==> config.mk <==
export PLATFORM = sky130hd
export DESIGN_NAME = id_string_pair_lexer_unit
export DESIGN_NICKNAME = d
export VERILOG_FILES = /design/src/rtl/core/idsp_pkg.sv /design/src/rtl/core/id_string_pair_lexer_unit.sv /design/src/rtl/core/idsp_lex_core.sv /design/src/rtl/core/idsp_res_queue.sv
export VERILOG_INCLUDE_DIRS = /design/src /design/src/rtl/core
export SDC_FILE = /design/constraint.sdc
export NUM_CORES = 1
export LEC_CHECK = 0
export BUFFER_PORTS_ARGS = -buffer_cell sky130_fd_sc_hd__buf_2
export CORE_MARGIN = 4
export CORE_UTILIZATION = 34
export DETAILED_ROUTE_END_ITERATION = 10
export GPL_ROUTABILITY_DRIVEN = 0
export PLACE_DENSITY = 0.62
export SYNTH_ARGS = -nofsm -noshare
export SYNTH_HDL_FRONTEND = slang
export SYNTH_HIERARCHICAL = 1
export SYNTH_SLANG_ARGS = --single-unit
==> constraint.sdc <==
create_clock -name i_clk -period 6.3 [get_ports i_clk]
set_input_delay 0.63 -clock i_clk [delete_from_list [all_inputs] [get_ports i_clk]]
set_output_delay 0.63 -clock i_clk [all_outputs]
set_load 0.02 [all_outputs]
==> src/rtl/core/id_string_pair_lexer_unit_assert.svh <==
// Assertion macros for the id/string pair lexer.
// Used by the top level; depends on i_clk and i_rst_n being in scope.
`ifndef ID_STRING_PAIR_LEXER_UNIT_ASSERT_SVH
`define ID_STRING_PAIR_LEXER_UNIT_ASSERT_SVH

`ifndef NO_ASSERTIONS

// Check a condition at every clock edge outside reset
`define IDSP_ASSERT_ALWAYS(lbl, cond) \
    lbl: assert property (@(posedge i_clk) disable iff (!i_rst_n) (cond)) \
        else $error("idsp assertion failed");

// Check that an antecedent implies a consequent in the same cycle
`define IDSP_ASSERT_IMPLY(lbl, ante, cons) \
    lbl: assert property (@(posedge i_clk) disable iff (!i_rst_n) (ante) |-> (cons)) \
        else $error("idsp assertion failed");

// Check that an antecedent implies a consequent in the next cycle
`define IDSP_ASSERT_NEXT(lbl, ante, cons) \
    lbl: assert property (@(posedge i_clk) disable iff (!i_rst_n) (ante) |=> (cons)) \
        else $error("idsp assertion failed");

`else

`define IDSP_ASSERT_ALWAYS(lbl, cond)
`define IDSP_ASSERT_IMPLY(lbl, ante, cons)
`define IDSP_ASSERT_NEXT(lbl, ante, cons)

`endif

`endif

==> src/rtl/core/idsp_pkg.sv <==
// Shared types and constants of the id/string pair lexer.
// No dependencies; imported by every module of the block.
`timescale 1ns / 1ps

package idsp_pkg;

    // Line counter width default and fixed width of the line field
    localparam int LINE_BITS_DEF = 24;
    localparam int OUT_LINE_W    = 24;

    // Result queue geometry
    localparam int QUEUE_DEPTH = 4;
    localparam int QPTR_W      = $clog2(QUEUE_DEPTH);
    localparam int QCNT_W      = $clog2(QUEUE_DEPTH + 1);

    // Result kinds
    localparam logic [2:0] KIND_ID   = 3'd0;
    localparam logic [2:0] KIND_TEXT = 3'd1;
    localparam logic [2:0] KIND_PAIR = 3'd2;
    localparam logic [2:0] KIND_OK   = 3'd3;
    localparam logic [2:0] KIND_ERR  = 3'd4;

    // Error codes
    localparam logic [1:0] ERR_OPEN_COMMENT = 2'd0;
    localparam logic [1:0] ERR_UNEXPECTED   = 2'd1;
    localparam logic [1:0] ERR_NO_STRING    = 2'd2;
    localparam logic [1:0] ERR_OPEN_STRING  = 2'd3;

    // Input word
    typedef struct packed {
        logic [7:0] byte_in;
        logic       final_byte;
    } t_in_word;

    // Result word
    typedef struct packed {
        logic [2:0]            kind;
        logic [7:0]            byte_out;
        logic [1:0]            error_code;
        logic [OUT_LINE_W-1:0] line_number;
        logic                  run_last;
    } t_out_word;

    // Up to two results produced by one lexer step
    typedef struct packed {
        logic [1:0] count;
        t_out_word  res0;
        t_out_word  res1;
    } t_lex_res;

endpackage

==> src/rtl/core/id_string_pair_lexer_unit.sv <==
// Top level of the id/string pair lexer: input register, lexer, result queue.
// Depends on idsp_pkg, idsp_lex_core, idsp_res_queue and the assertion header.
//
//  channel   direction  handshake                  word
//  input     in         i_in_valid / o_in_ready    i_in_word  (t_in_word)
//  result    out        o_out_valid / i_out_ready  o_out_word (t_out_word)
//
// One byte per cycle while the queue has room: a byte is held in the input
// register, lexed combinationally and written into a four-word result queue,
// where its results are offered to the consumer in order. A byte yields
// zero, one or two results; the single queue read port delivers one result
// per cycle while i_out_ready is high, which sets the sustained rate when
// most bytes produce results. Input stalls only while the queue lacks room
// for two words. Reset is synchronous and empties both sides.
`timescale 1ns / 1ps

module id_string_pair_lexer_unit #(
    parameter int LINE_BITS = idsp_pkg::LINE_BITS_DEF
) (
    input  logic                i_clk,
    input  logic                i_rst_n,
    input  logic                i_in_valid,
    output logic                o_in_ready,
    input  idsp_pkg::t_in_word  i_in_word,
    output logic                o_out_valid,
    input  logic                i_out_ready,
    output idsp_pkg::t_out_word o_out_word
);
    import idsp_pkg::*;

    `include "id_string_pair_lexer_unit_assert.svh"

    logic              r_in_valid;
    t_in_word          r_in_word;
    logic              step;
    t_lex_res          lex_res;
    logic [QCNT_W-1:0] queue_count;
    logic              out_verdict;

    // Lex the held byte when the queue has room for two words
    assign step       = r_in_valid && (queue_count <= QCNT_W'(QUEUE_DEPTH - 2));
    assign o_in_ready = !r_in_valid || step;

    // Hold the incoming byte
    always_ff @(posedge i_clk) begin
        if (!i_rst_n) begin
            r_in_valid <= 1'b0;
        end else if (i_in_valid && o_in_ready) begin
            r_in_valid <= 1'b1;
        end else if (step) begin
            r_in_valid <= 1'b0;
        end
    end

    always_ff @(posedge i_clk) begin
        if (i_in_valid && o_in_ready) begin
            r_in_word <= i_in_word;
        end
    end

    idsp_lex_core #(
        .LINE_BITS(LINE_BITS)
    ) u_lex (
        .i_clk   (i_clk),
        .i_rst_n (i_rst_n),
        .i_step  (step),
        .i_word  (r_in_word),
        .o_res   (lex_res)
    );

    idsp_res_queue u_queue (
        .i_clk   (i_clk),
        .i_rst_n (i_rst_n),
        .i_push  ((step ? lex_res : '0)),
        .o_valid (o_out_valid),
        .i_ready (i_out_ready),
        .o_word  (o_out_word),
        .o_count (queue_count)
    );

    // Flag a verdict word on the output
    assign out_verdict = o_out_valid &&
                         (o_out_word.kind == KIND_OK || o_out_word.kind == KIND_ERR);

    // Queue never holds more words than it has entries
    `IDSP_ASSERT_ALWAYS(a_queue_bound, queue_count <= QCNT_W'(QUEUE_DEPTH))
    // A verdict always closes the results of its byte
    `IDSP_ASSERT_IMPLY(a_verdict_last, out_verdict, o_out_word.run_last)
    // A stalled byte stays in the input register
    `IDSP_ASSERT_NEXT(a_in_hold, r_in_valid && !step, r_in_valid && $stable(r_in_word))

endmodule

==> src/rtl/core/idsp_lex_core.sv <==
// Lexer state machine: state, line counter and held error, one byte per step.
// Depends on idsp_pkg for word types, kinds and error codes.
`timescale 1ns / 1ps

module idsp_lex_core #(
    parameter int LINE_BITS = idsp_pkg::LINE_BITS_DEF
) (
    input  logic                i_clk,
    input  logic                i_rst_n,
    input  logic                i_step,
    input  idsp_pkg::t_in_word  i_word,
    output idsp_pkg::t_lex_res  o_res
);
    import idsp_pkg::*;

    typedef enum logic [3:0] {
        S_NORMAL,
        S_SLASH,
        S_LINE,
        S_BLOCK,
        S_BSTAR,
        S_ID,
        S_GAP,
        S_TEXT,
        S_ERR
    } t_lex_state;

    localparam logic [7:0] CH_SLASH  = 8'h2F;
    localparam logic [7:0] CH_STAR   = 8'h2A;
    localparam logic [7:0] CH_QUOTE  = 8'h22;
    localparam logic [7:0] CH_USCORE = 8'h5F;
    localparam logic [7:0] CH_DASH   = 8'h2D;
    localparam logic [7:0] CH_NL     = 8'h0A;
    localparam logic [7:0] CH_SPACE  = 8'h20;
    localparam logic [7:0] CH_TAB    = 8'h09;
    localparam logic [7:0] CH_CR     = 8'h0D;

    localparam logic [LINE_BITS-1:0] LINE_MAX = {LINE_BITS{1'b1}};
    localparam logic [LINE_BITS-1:0] LINE_ONE = LINE_BITS'(1);

    t_lex_state           r_state, mid_state, n_state;
    logic [LINE_BITS-1:0] r_line, mid_line, n_line, line_inc;
    logic [1:0]           r_held_code, n_held_code;
    logic [LINE_BITS-1:0] r_held_line, n_held_line;
    logic [7:0]           r_held_byte, n_held_byte;

    logic       is_id, is_blank, fin;
    logic [7:0] c;
    logic       emit_step;
    t_out_word  step_word, verdict_word;

    // Classify the current byte
    assign c        = i_word.byte_in;
    assign fin      = i_word.final_byte;
    assign is_blank = c inside {CH_SPACE, CH_TAB, CH_CR};
    assign is_id    = c inside {[8'h41:8'h5A], [8'h61:8'h7A], [8'h30:8'h39],
                                CH_USCORE, CH_DASH};
    assign line_inc = (r_line == LINE_MAX) ? r_line : LINE_BITS'(r_line + LINE_ONE);

    // Advance the lexer by one byte and form its results
    always_comb begin
        mid_state   = r_state;
        mid_line    = r_line;
        n_held_code = r_held_code;
        n_held_line = r_held_line;
        n_held_byte = r_held_byte;
        emit_step   = 1'b0;
        step_word   = '0;

        case (r_state)
            S_NORMAL: begin
                if (c == CH_NL) begin
                    mid_line = line_inc;
                end else if (is_blank) begin
                    mid_state = S_NORMAL;
                end else if (c == CH_SLASH) begin
                    mid_state = S_SLASH;
                end else if (is_id) begin
                    emit_step          = 1'b1;
                    step_word.kind     = KIND_ID;
                    step_word.byte_out = c;
                    mid_state          = S_ID;
                end else begin
                    mid_state   = S_ERR;
                    n_held_code = ERR_UNEXPECTED;
                    n_held_line = r_line;
                    n_held_byte = c;
                end
            end
            S_SLASH: begin
                if (c == CH_SLASH) begin
                    mid_state = S_LINE;
                end else if (c == CH_STAR) begin
                    mid_state = S_BLOCK;
                end else begin
                    mid_state   = S_ERR;
                    n_held_code = ERR_UNEXPECTED;
                    n_held_line = r_line;
                    n_held_byte = CH_SLASH;
                end
            end
            S_LINE: begin
                if (c == CH_NL) begin
                    mid_line  = line_inc;
                    mid_state = S_NORMAL;
                end
            end
            S_BLOCK, S_BSTAR: begin
                if (r_state == S_BSTAR && c == CH_SLASH) begin
                    mid_state = S_NORMAL;
                end else begin
                    // a newline on the final byte is not counted here
                    if (c == CH_NL && !fin) begin
                        mid_line = line_inc;
                    end
                    mid_state = (c == CH_STAR) ? S_BSTAR : S_BLOCK;
                end
            end
            S_ID: begin
                if (is_id) begin
                    emit_step          = 1'b1;
                    step_word.kind     = KIND_ID;
                    step_word.byte_out = c;
                end else if (is_blank) begin
                    mid_state = S_GAP;
                end else if (c == CH_QUOTE) begin
                    mid_state = S_TEXT;
                end else begin
                    mid_state   = S_ERR;
                    n_held_code = ERR_NO_STRING;
                    n_held_line = r_line;
                    n_held_byte = c;
                end
            end
            S_GAP: begin
                if (c == CH_QUOTE) begin
                    mid_state = S_TEXT;
                end else if (!is_blank) begin
                    mid_state   = S_ERR;
                    n_held_code = ERR_NO_STRING;
                    n_held_line = r_line;
                    n_held_byte = c;
                end
            end
            S_TEXT: begin
                emit_step = 1'b1;
                if (c == CH_QUOTE) begin
                    step_word.kind = KIND_PAIR;
                    mid_state      = S_NORMAL;
                end else begin
                    if (c == CH_NL) begin
                        mid_line = line_inc;
                    end
                    step_word.kind     = KIND_TEXT;
                    step_word.byte_out = c;
                end
            end
            default: begin
                mid_state = r_state;
            end
        endcase

        step_word.line_number = OUT_LINE_W'(mid_line);
        step_word.run_last    = !fin;

        // Verdict on the final byte
        verdict_word             = '0;
        verdict_word.run_last    = 1'b1;
        verdict_word.line_number = OUT_LINE_W'(mid_line);
        case (mid_state)
            S_NORMAL, S_LINE: begin
                verdict_word.kind = KIND_OK;
            end
            S_SLASH: begin
                verdict_word.kind       = KIND_ERR;
                verdict_word.byte_out   = CH_SLASH;
                verdict_word.error_code = ERR_UNEXPECTED;
            end
            S_BLOCK, S_BSTAR: begin
                verdict_word.kind       = KIND_ERR;
                verdict_word.byte_out   = c;
                verdict_word.error_code = ERR_OPEN_COMMENT;
            end
            S_ID, S_GAP: begin
                verdict_word.kind       = KIND_ERR;
                verdict_word.byte_out   = c;
                verdict_word.error_code = ERR_NO_STRING;
            end
            S_TEXT: begin
                verdict_word.kind       = KIND_ERR;
                verdict_word.byte_out   = c;
                verdict_word.error_code = ERR_OPEN_STRING;
            end
            default: begin
                verdict_word.kind        = KIND_ERR;
                verdict_word.byte_out    = n_held_byte;
                verdict_word.error_code  = n_held_code;
                verdict_word.line_number = OUT_LINE_W'(n_held_line);
            end
        endcase

        // Return to the start state after the final byte
        n_state = fin ? S_NORMAL : mid_state;
        n_line  = fin ? LINE_ONE : mid_line;

        // Pack the results in order
        o_res.count = 2'(emit_step) + 2'(fin);
        o_res.res0  = emit_step ? step_word : verdict_word;
        o_res.res1  = verdict_word;
    end

    // Hold state, line count and the first error
    always_ff @(posedge i_clk) begin
        if (!i_rst_n) begin
            r_state     <= S_NORMAL;
            r_line      <= LINE_ONE;
            r_held_code <= '0;
            r_held_line <= '0;
            r_held_byte <= '0;
        end else if (i_step) begin
            r_state     <= n_state;
            r_line      <= n_line;
            r_held_code <= n_held_code;
            r_held_line <= n_held_line;
            r_held_byte <= n_held_byte;
        end
    end

endmodule

==> src/rtl/core/idsp_res_queue.sv <==
// Result queue: takes up to two result words per cycle, gives one per cycle while i_ready is high.
// Depends on idsp_pkg for the result word type and queue geometry.
`timescale 1ns / 1ps

module idsp_res_queue (
    input  logic                      i_clk,
    input  logic                      i_rst_n,
    input  idsp_pkg::t_lex_res        i_push,
    output logic                      o_valid,
    input  logic                      i_ready,
    output idsp_pkg::t_out_word       o_word,
    output logic [idsp_pkg::QCNT_W-1:0] o_count
);
    import idsp_pkg::*;

    t_out_word          r_mem [QUEUE_DEPTH];
    logic [QPTR_W-1:0]  r_head, r_tail, n_head, n_tail, tail_next;
    logic [QCNT_W-1:0]  r_count, n_count;
    logic               pop;

    assign o_valid   = (r_count != '0);
    assign o_word    = r_mem[r_head];
    assign o_count   = r_count;
    assign pop       = o_valid && i_ready;
    assign tail_next = QPTR_W'(r_tail + QPTR_W'(1));

    // Advance pointers and count
    always_comb begin
        n_head  = pop ? QPTR_W'(r_head + QPTR_W'(1)) : r_head;
        n_tail  = QPTR_W'(r_tail + QPTR_W'(i_push.count));
        n_count = QCNT_W'(r_count + QCNT_W'(i_push.count) - QCNT_W'(pop));
    end

    // Write incoming words
    always_ff @(posedge i_clk) begin
        if (i_push.count != 2'd0) begin
            r_mem[r_tail] <= i_push.res0;
        end
        if (i_push.count == 2'd2) begin
            r_mem[tail_next] <= i_push.res1;
        end
    end

    // Hold control state
    always_ff @(posedge i_clk) begin
        if (!i_rst_n) begin
            r_head  <= '0;
            r_tail  <= '0;
            r_count <= '0;
        end else begin
            r_head  <= n_head;
            r_tail  <= n_tail;
            r_count <= n_count;
        end
    end

endmodule
## After elaboration in Yosys (flattened, before gate mapping)

Memory sizes are Yosys's and may differ from the RTL's. A register that Yosys moved wholly into a read port is not among the register bits.
Index checks and enable logic that the tools add are counted.

- Bits of input ports: 13
- Output and inout bits: 40
- Memories: 1
- Logic and storage cells: 160
- Register bits after elaboration: 79
- Bits in latches: 0
- Memory bits (read-only): 0
- RAM bits: 152

Memory list:

| name | words | bits a word | rd ports | clocked after Yosys merged registers in | write ports | line | RTL |
|---|---|---|---|---|---|---|---|
| u_queue.r_mem | 4 | 38 | 1 | 1 | 2 | idsp_res_queue.sv:16 | `t_out_word r_mem [QUEUE_DEPTH];` |

- Shifts and indexed selects: 0
- Bitwise gates (word level): 0
- Eq/ne operators: 25
- Reductions and logical operators: 24
- Div/mod/pow operators: 0
- Multiplexer cells: 85
- Order comparisons: 7
- Add/sub/neg operators: 7
- Multipliers: 0

Operators with widths:

| cell | number |
|---|---|
| 24-bit 2-to-1 mux | 18 |
| 8-bit 2-to-1 mux | 13 |
| 24-bit case mux with 4 select lines | 1 |
| 78-bit 2-to-1 mux | 1 |
| 24-bit case mux with 3 select lines | 1 |
| 4-bit 2-to-1 mux | 15 |
| 10-bit case mux with 5 select lines | 1 |
| 8-bit by 6-bit == test with 1-bit output, second input constant | 5 |
| 38-bit 2-to-1 mux | 1 |
| 11-bit 2-to-1 mux | 3 |
| 11-bit case mux with 3 select lines | 1 |
| 4-bit by 3-bit == test with 1-bit output, second input constant | 8 |
| 8-bit case mux with 4 select lines | 1 |
| 2-bit 2-to-1 mux | 14 |
| 4-bit case mux with 7 select lines | 1 |
| 24-bit by 1-bit adder with 24-bit output, second input constant | 1 |
| 24-bit == test, second input constant | 1 |
| 8-bit by 4-bit == test with 1-bit output, second input constant | 3 |
| 4-bit by 2-bit == test with 1-bit output, second input constant | 4 |
| 8-bit by 7-bit >= comparator with 1-bit output, second input constant | 2 |
| 8-bit by 7-bit <= comparator with 1-bit output, second input constant | 2 |
| 1-bit 2-to-1 mux | 10 |
| 2-bit OR reduction | 5 |
| 4-bit by 1-bit == test with 1-bit output, second input constant | 2 |
| other kinds (21) | 34 |

## Depth between registers and ports, before layout

- Depth after elaboration: 16
- Depth in mapped cells: 14

## Modules after synthesis

Netlist, hierarchy kept.

By module, submodules not included:

| module | area an instance (µm²) | cells an instance | instances |
|---|---|---|---|
| idsp_res_queue | 7847.5 | 414 | 1 |
| idsp_lex_core | 5141.2 | 731 | 1 |
| id_string_pair_lexer_unit | 1096.1 | 115 | 1 |

## Worst setup path before layout

Ideal clock, no wire load.

- Kind: reg-to-reg
- Start: reg r_in_word[5] (netlist bit)
- End: mem u_queue/r_mem[0][0] (netlist bit) (enable)
- Setup slack: 266 ps
- Data required time: 5814 ps
- Arrival time: 5548 ps
- Buffers on the path: 2
- Cell stages (with the launch flop): 11
- Cells stage by stage: edfxtp_1 -> buf_2 -> or3_1 -> clkbuf_1 -> or2_0 -> a31oi_1 -> o21ai_0 -> ha_1 -> nor3b_1 -> o21bai_1 -> o21ai_0

RTL lines:

| what | line | RTL |
|---|---|---|
| start, declared | id_string_pair_lexer_unit.sv:34 | `t_in_word r_in_word;` |
| start signal, assigned | id_string_pair_lexer_unit.sv:57 | `r_in_word <= i_in_word;` |
| end, declared | idsp_res_queue.sv:16 |  |

==> results_dict.tcl <==
set metrics [dict create \
    placed_area_mm2 0.0147 \
    rows 74 \
    portBuffers 52 \
    rrSetupSlack_ps 1450 \
    globalRoute.totalOverflow 0 \
    pin_count 53 \
    required_ps 6500 \
    cts_setup_buffers 0 \
    avgRoutedWirePerCell_um 21.7 \
    yosysUniqueCellTypes 98 \
    setup_tns_ps 0 \
    routed_wirelength_mm 39.2 \
    syn_inst 1260 \
    period_share_pct 77.0 \
    cts_buffers 26 \
    hpwl_mm 25.1 \
    num_vias 10500 \
    first_pass_iters 6 \
    synth_flop_cell "edfxtp_1" \
    areaGrowthSynthToFinish_pct 10.3 \
    htreeDepth 1 \
    hold_class "primary input to flip-flop" \
    start_util_pct 34.4 \
    critical_path_class "flip-flop to flip-flop" \
    core_mm2 0.0409 \
    p_per_area_mw_per_mm2 293 \
    synth_area_mm2 0.0141 \
    fin_crit_ps 4850 \
    ctsResizeCount 0 \
    drt_iter0_markers 1138 \
    critPathMaxFanout 20 \
    cts_sinks 233 \
    peakVddDrop_mv 0.194 \
    fp.dieH_um 212 \
    cts_buffer_depth 3 \
    drv_cap 0 \
    synthArstFlopShare_pct 0 \
    cp_cell_sequence "nor4_1 > o21bai_1 > nand3_2 > o21ai_0 > ha_1 > nor3b_1 > mux2i_1 > nor2_4 > buf_4" \
    tightest_slew_ps 1170 \
    worstHoldPathCells 1 \
    fp.dieArea_mm2 0.0447 \
    hold_viol 0 \
    ctsRootBufferMaster "clkbuf_16" \
    hold_end "r_in_word[6]" \
    yosysWarnings 6 \
    ant_nets 0 \
    antenna_found_initial 0 \
    die_x_um 212 \
    clock_latency_ps 540 \
    synth_area_per_cell_um2 11.2 \
    grt_pass1_wl_mm 61.4 \
    synth_nets 1281 \
    fin_skew_ps 15.4 \
    via_per_inst 5.83 \
    crit_path_top_delay_cell "edfxtp_1" \
    cpPeakStageDelay_ps 770 \
    reg2reg_depth 9 \
    r2r-end "u_queue/r_mem[3][9]" \
    grt_usage_pct 17.2 \
    nets 1276 \
    grt_pass1_vias 10300 \
    crit_path_end_kind "flip-flop" \
    outcome "finished clean" \
    r2r-start "r_in_word[1]" \
    crit_path_start_kind "flip-flop" \
    slew_headroom_pct 21.9 \
    max_clock_freq_mhz 206 \
    cts_tree "built" \
    route.detailed.drc 0 \
    leakagePower_nw 5.15 \
    maxSlewViolCount 0 \
    hold_buffers 0 \
    worst_ep_arrival_time_ps 5050 \
    final_area_mm2 0.0155 \
    drive_gt1_share_pct 24.2 \
    finalSetupViolations 0 \
    grt_setup_unrepaired "false" \
    n_antenna_cell 0 \
    ys_ff_latch 233 \
    yosysSeqAreaShare_pct 44.6 \
    clkTransAtPathRegs_ps 60 \
    synth_edf_count 161 \
    holdCritStartpoint "i_in_word[6]" \
    grt_max_degree 80 \
]
==> Yosys cell counts, types with 13 or more instances <==
| cell | count | area [um^2] |
|---|---|---|
| nand2_1 | 64 | 240 |
| nor3b_1 | 70 | 526 |
| inv_1 | 28 | 105 |
| o21ai_0 | 60 | 300 |
| mux2_2 | 96 | 1080 |
| a21oi_1 | 66 | 330 |
| o21ai_1 | 21 | 105 |
| buf_2 | 40 | 200 |
| mux2_1 | 47 | 529 |
| nor3_1 | 30 | 150 |
| dfxtp_1 | 72 | 1440 |
| nand3_1 | 38 | 190 |
| buf_6 | 15 | 169 |
| nor2_1 | 60 | 225 |
| mux4_2 | 38 | 856 |
| nand4_1 | 16 | 100 |
| a22oi_1 | 13 | 97.6 |
| mux2i_1 | 13 | 130 |
| clkbuf_1 | 43 | 161 |
| edfxtp_1 | 161 | 4830 |
==> per-layer routing <==
metal | share of wire (%) | up-vias | global-route usage, %
li1 | - | 4849 | -
met1 | 44 | 5139 | 24.8
met2 | 45 | 460 | 27.0
met3 | 7.5 | 94 | 2.55
met4 | 2.8 | 0 | 5.04
met5 | 0 | - | 0
==> registers in the layout (all words and copies together), names as in the netlist, named ones only <==
register	count
u_lex/r_line	24
u_lex/r_state	4
u_queue/r_head	2
u_queue/r_tail	2
u_queue/o_count	3
u_lex/r_held_code	2
u_lex/r_held_line	24
u_queue/r_mem	152
r_in_word	9
u_lex/r_held_byte	8
r_in_valid	1
==> power breakdown <==
part	total (W)	leakage [nW]	switching [W]	internal, W
clock network	0.00157	0.418	0.000623	0.000944
logic	0.00121	2.70	0.000749	0.000464
registers	0.00178	2.04	0.0000623	0.00171
==> cells by family (layout without fill, tap and decap cells) <==
kind of cell,count (synthesis),in the layout,share of synthesized area [%]
AO/OA/AOI/OAI,284,284,13.2
XOR/XNOR,9,9,0.755
adder cells (fa/ha/maj),8,8,0.764
buffers and inverters,137,152,4.99
flip-flops,233,233,44.6
multiplexers,203,203,19.4
other,1,1,0.0266
AND/OR/NAND/NOR,385,385,16.3
==> worst max-delay path: cells and delay by family (launching register included) <==
family                     cells  cell delay [ps]
DFF                            1              770
AOI/OAI and AO/OA              2              960
and+or+nand+nor                4             1720
adders and majority gates      1              260
muxes                          1              350
buffers and inverters          1              440
==> worst max path at each step <==
stage / from / endpoint / cells past startpoint
after floorplan: r_in_word[5] / u_queue/r_mem[0][0] / 10
after global placement: u_lex/r_state[0] / u_queue/r_mem[3][13] / 9
after detailed placement: r_in_word[1] / u_queue/r_mem[3][9] / 9
after CTS: r_in_word[1] / u_queue/r_mem[3][17] / 9
after global routing: r_in_word[1] / u_queue/r_mem[3][11] / 9
final: r_in_word[1] / u_queue/r_mem[3][9] / 9
==> final cells by class <==
type,count,area [um^2]
fill,3951,25400
multi-input combinational,890,7170
sequential,233,6280
clock buffer,32,694
tap,532,666
timing repair buffer,74,425
clock inverter,16,180
inverter,30,113
==> cell usage in the layout (no fill, tap or decap), drive strengths merged, types with 16 or more instances in the layout <==
cell      n
o21ai    83
nor3     31
nor2     62
clkbuf   32
mux4     38
nand3    39
nand4    16
mux2    152
a21oi    72
dfxtp    72
nand2    65
inv      28
buf      74
nor3b    79
edfxtp  161
==> stage by stage <==
step           setup WS [ps]  hold slack [ps]  utilization [%]  total power [W]  instances
6_report                1450              270             37.9          0.00456       1807
3_3_place_gp            1760              446             35.8          0.00300       1759
5_1_grt                 1030              253             37.9          0.00475       1807
2_1_floorplan            266              435                -          0.00268       1260
4_1_cts                 1560              251             37.9          0.00459       1807
3_5_place_dp            1570              454             35.8          0.00302       1759
Power figures use the tool's default switching activity.
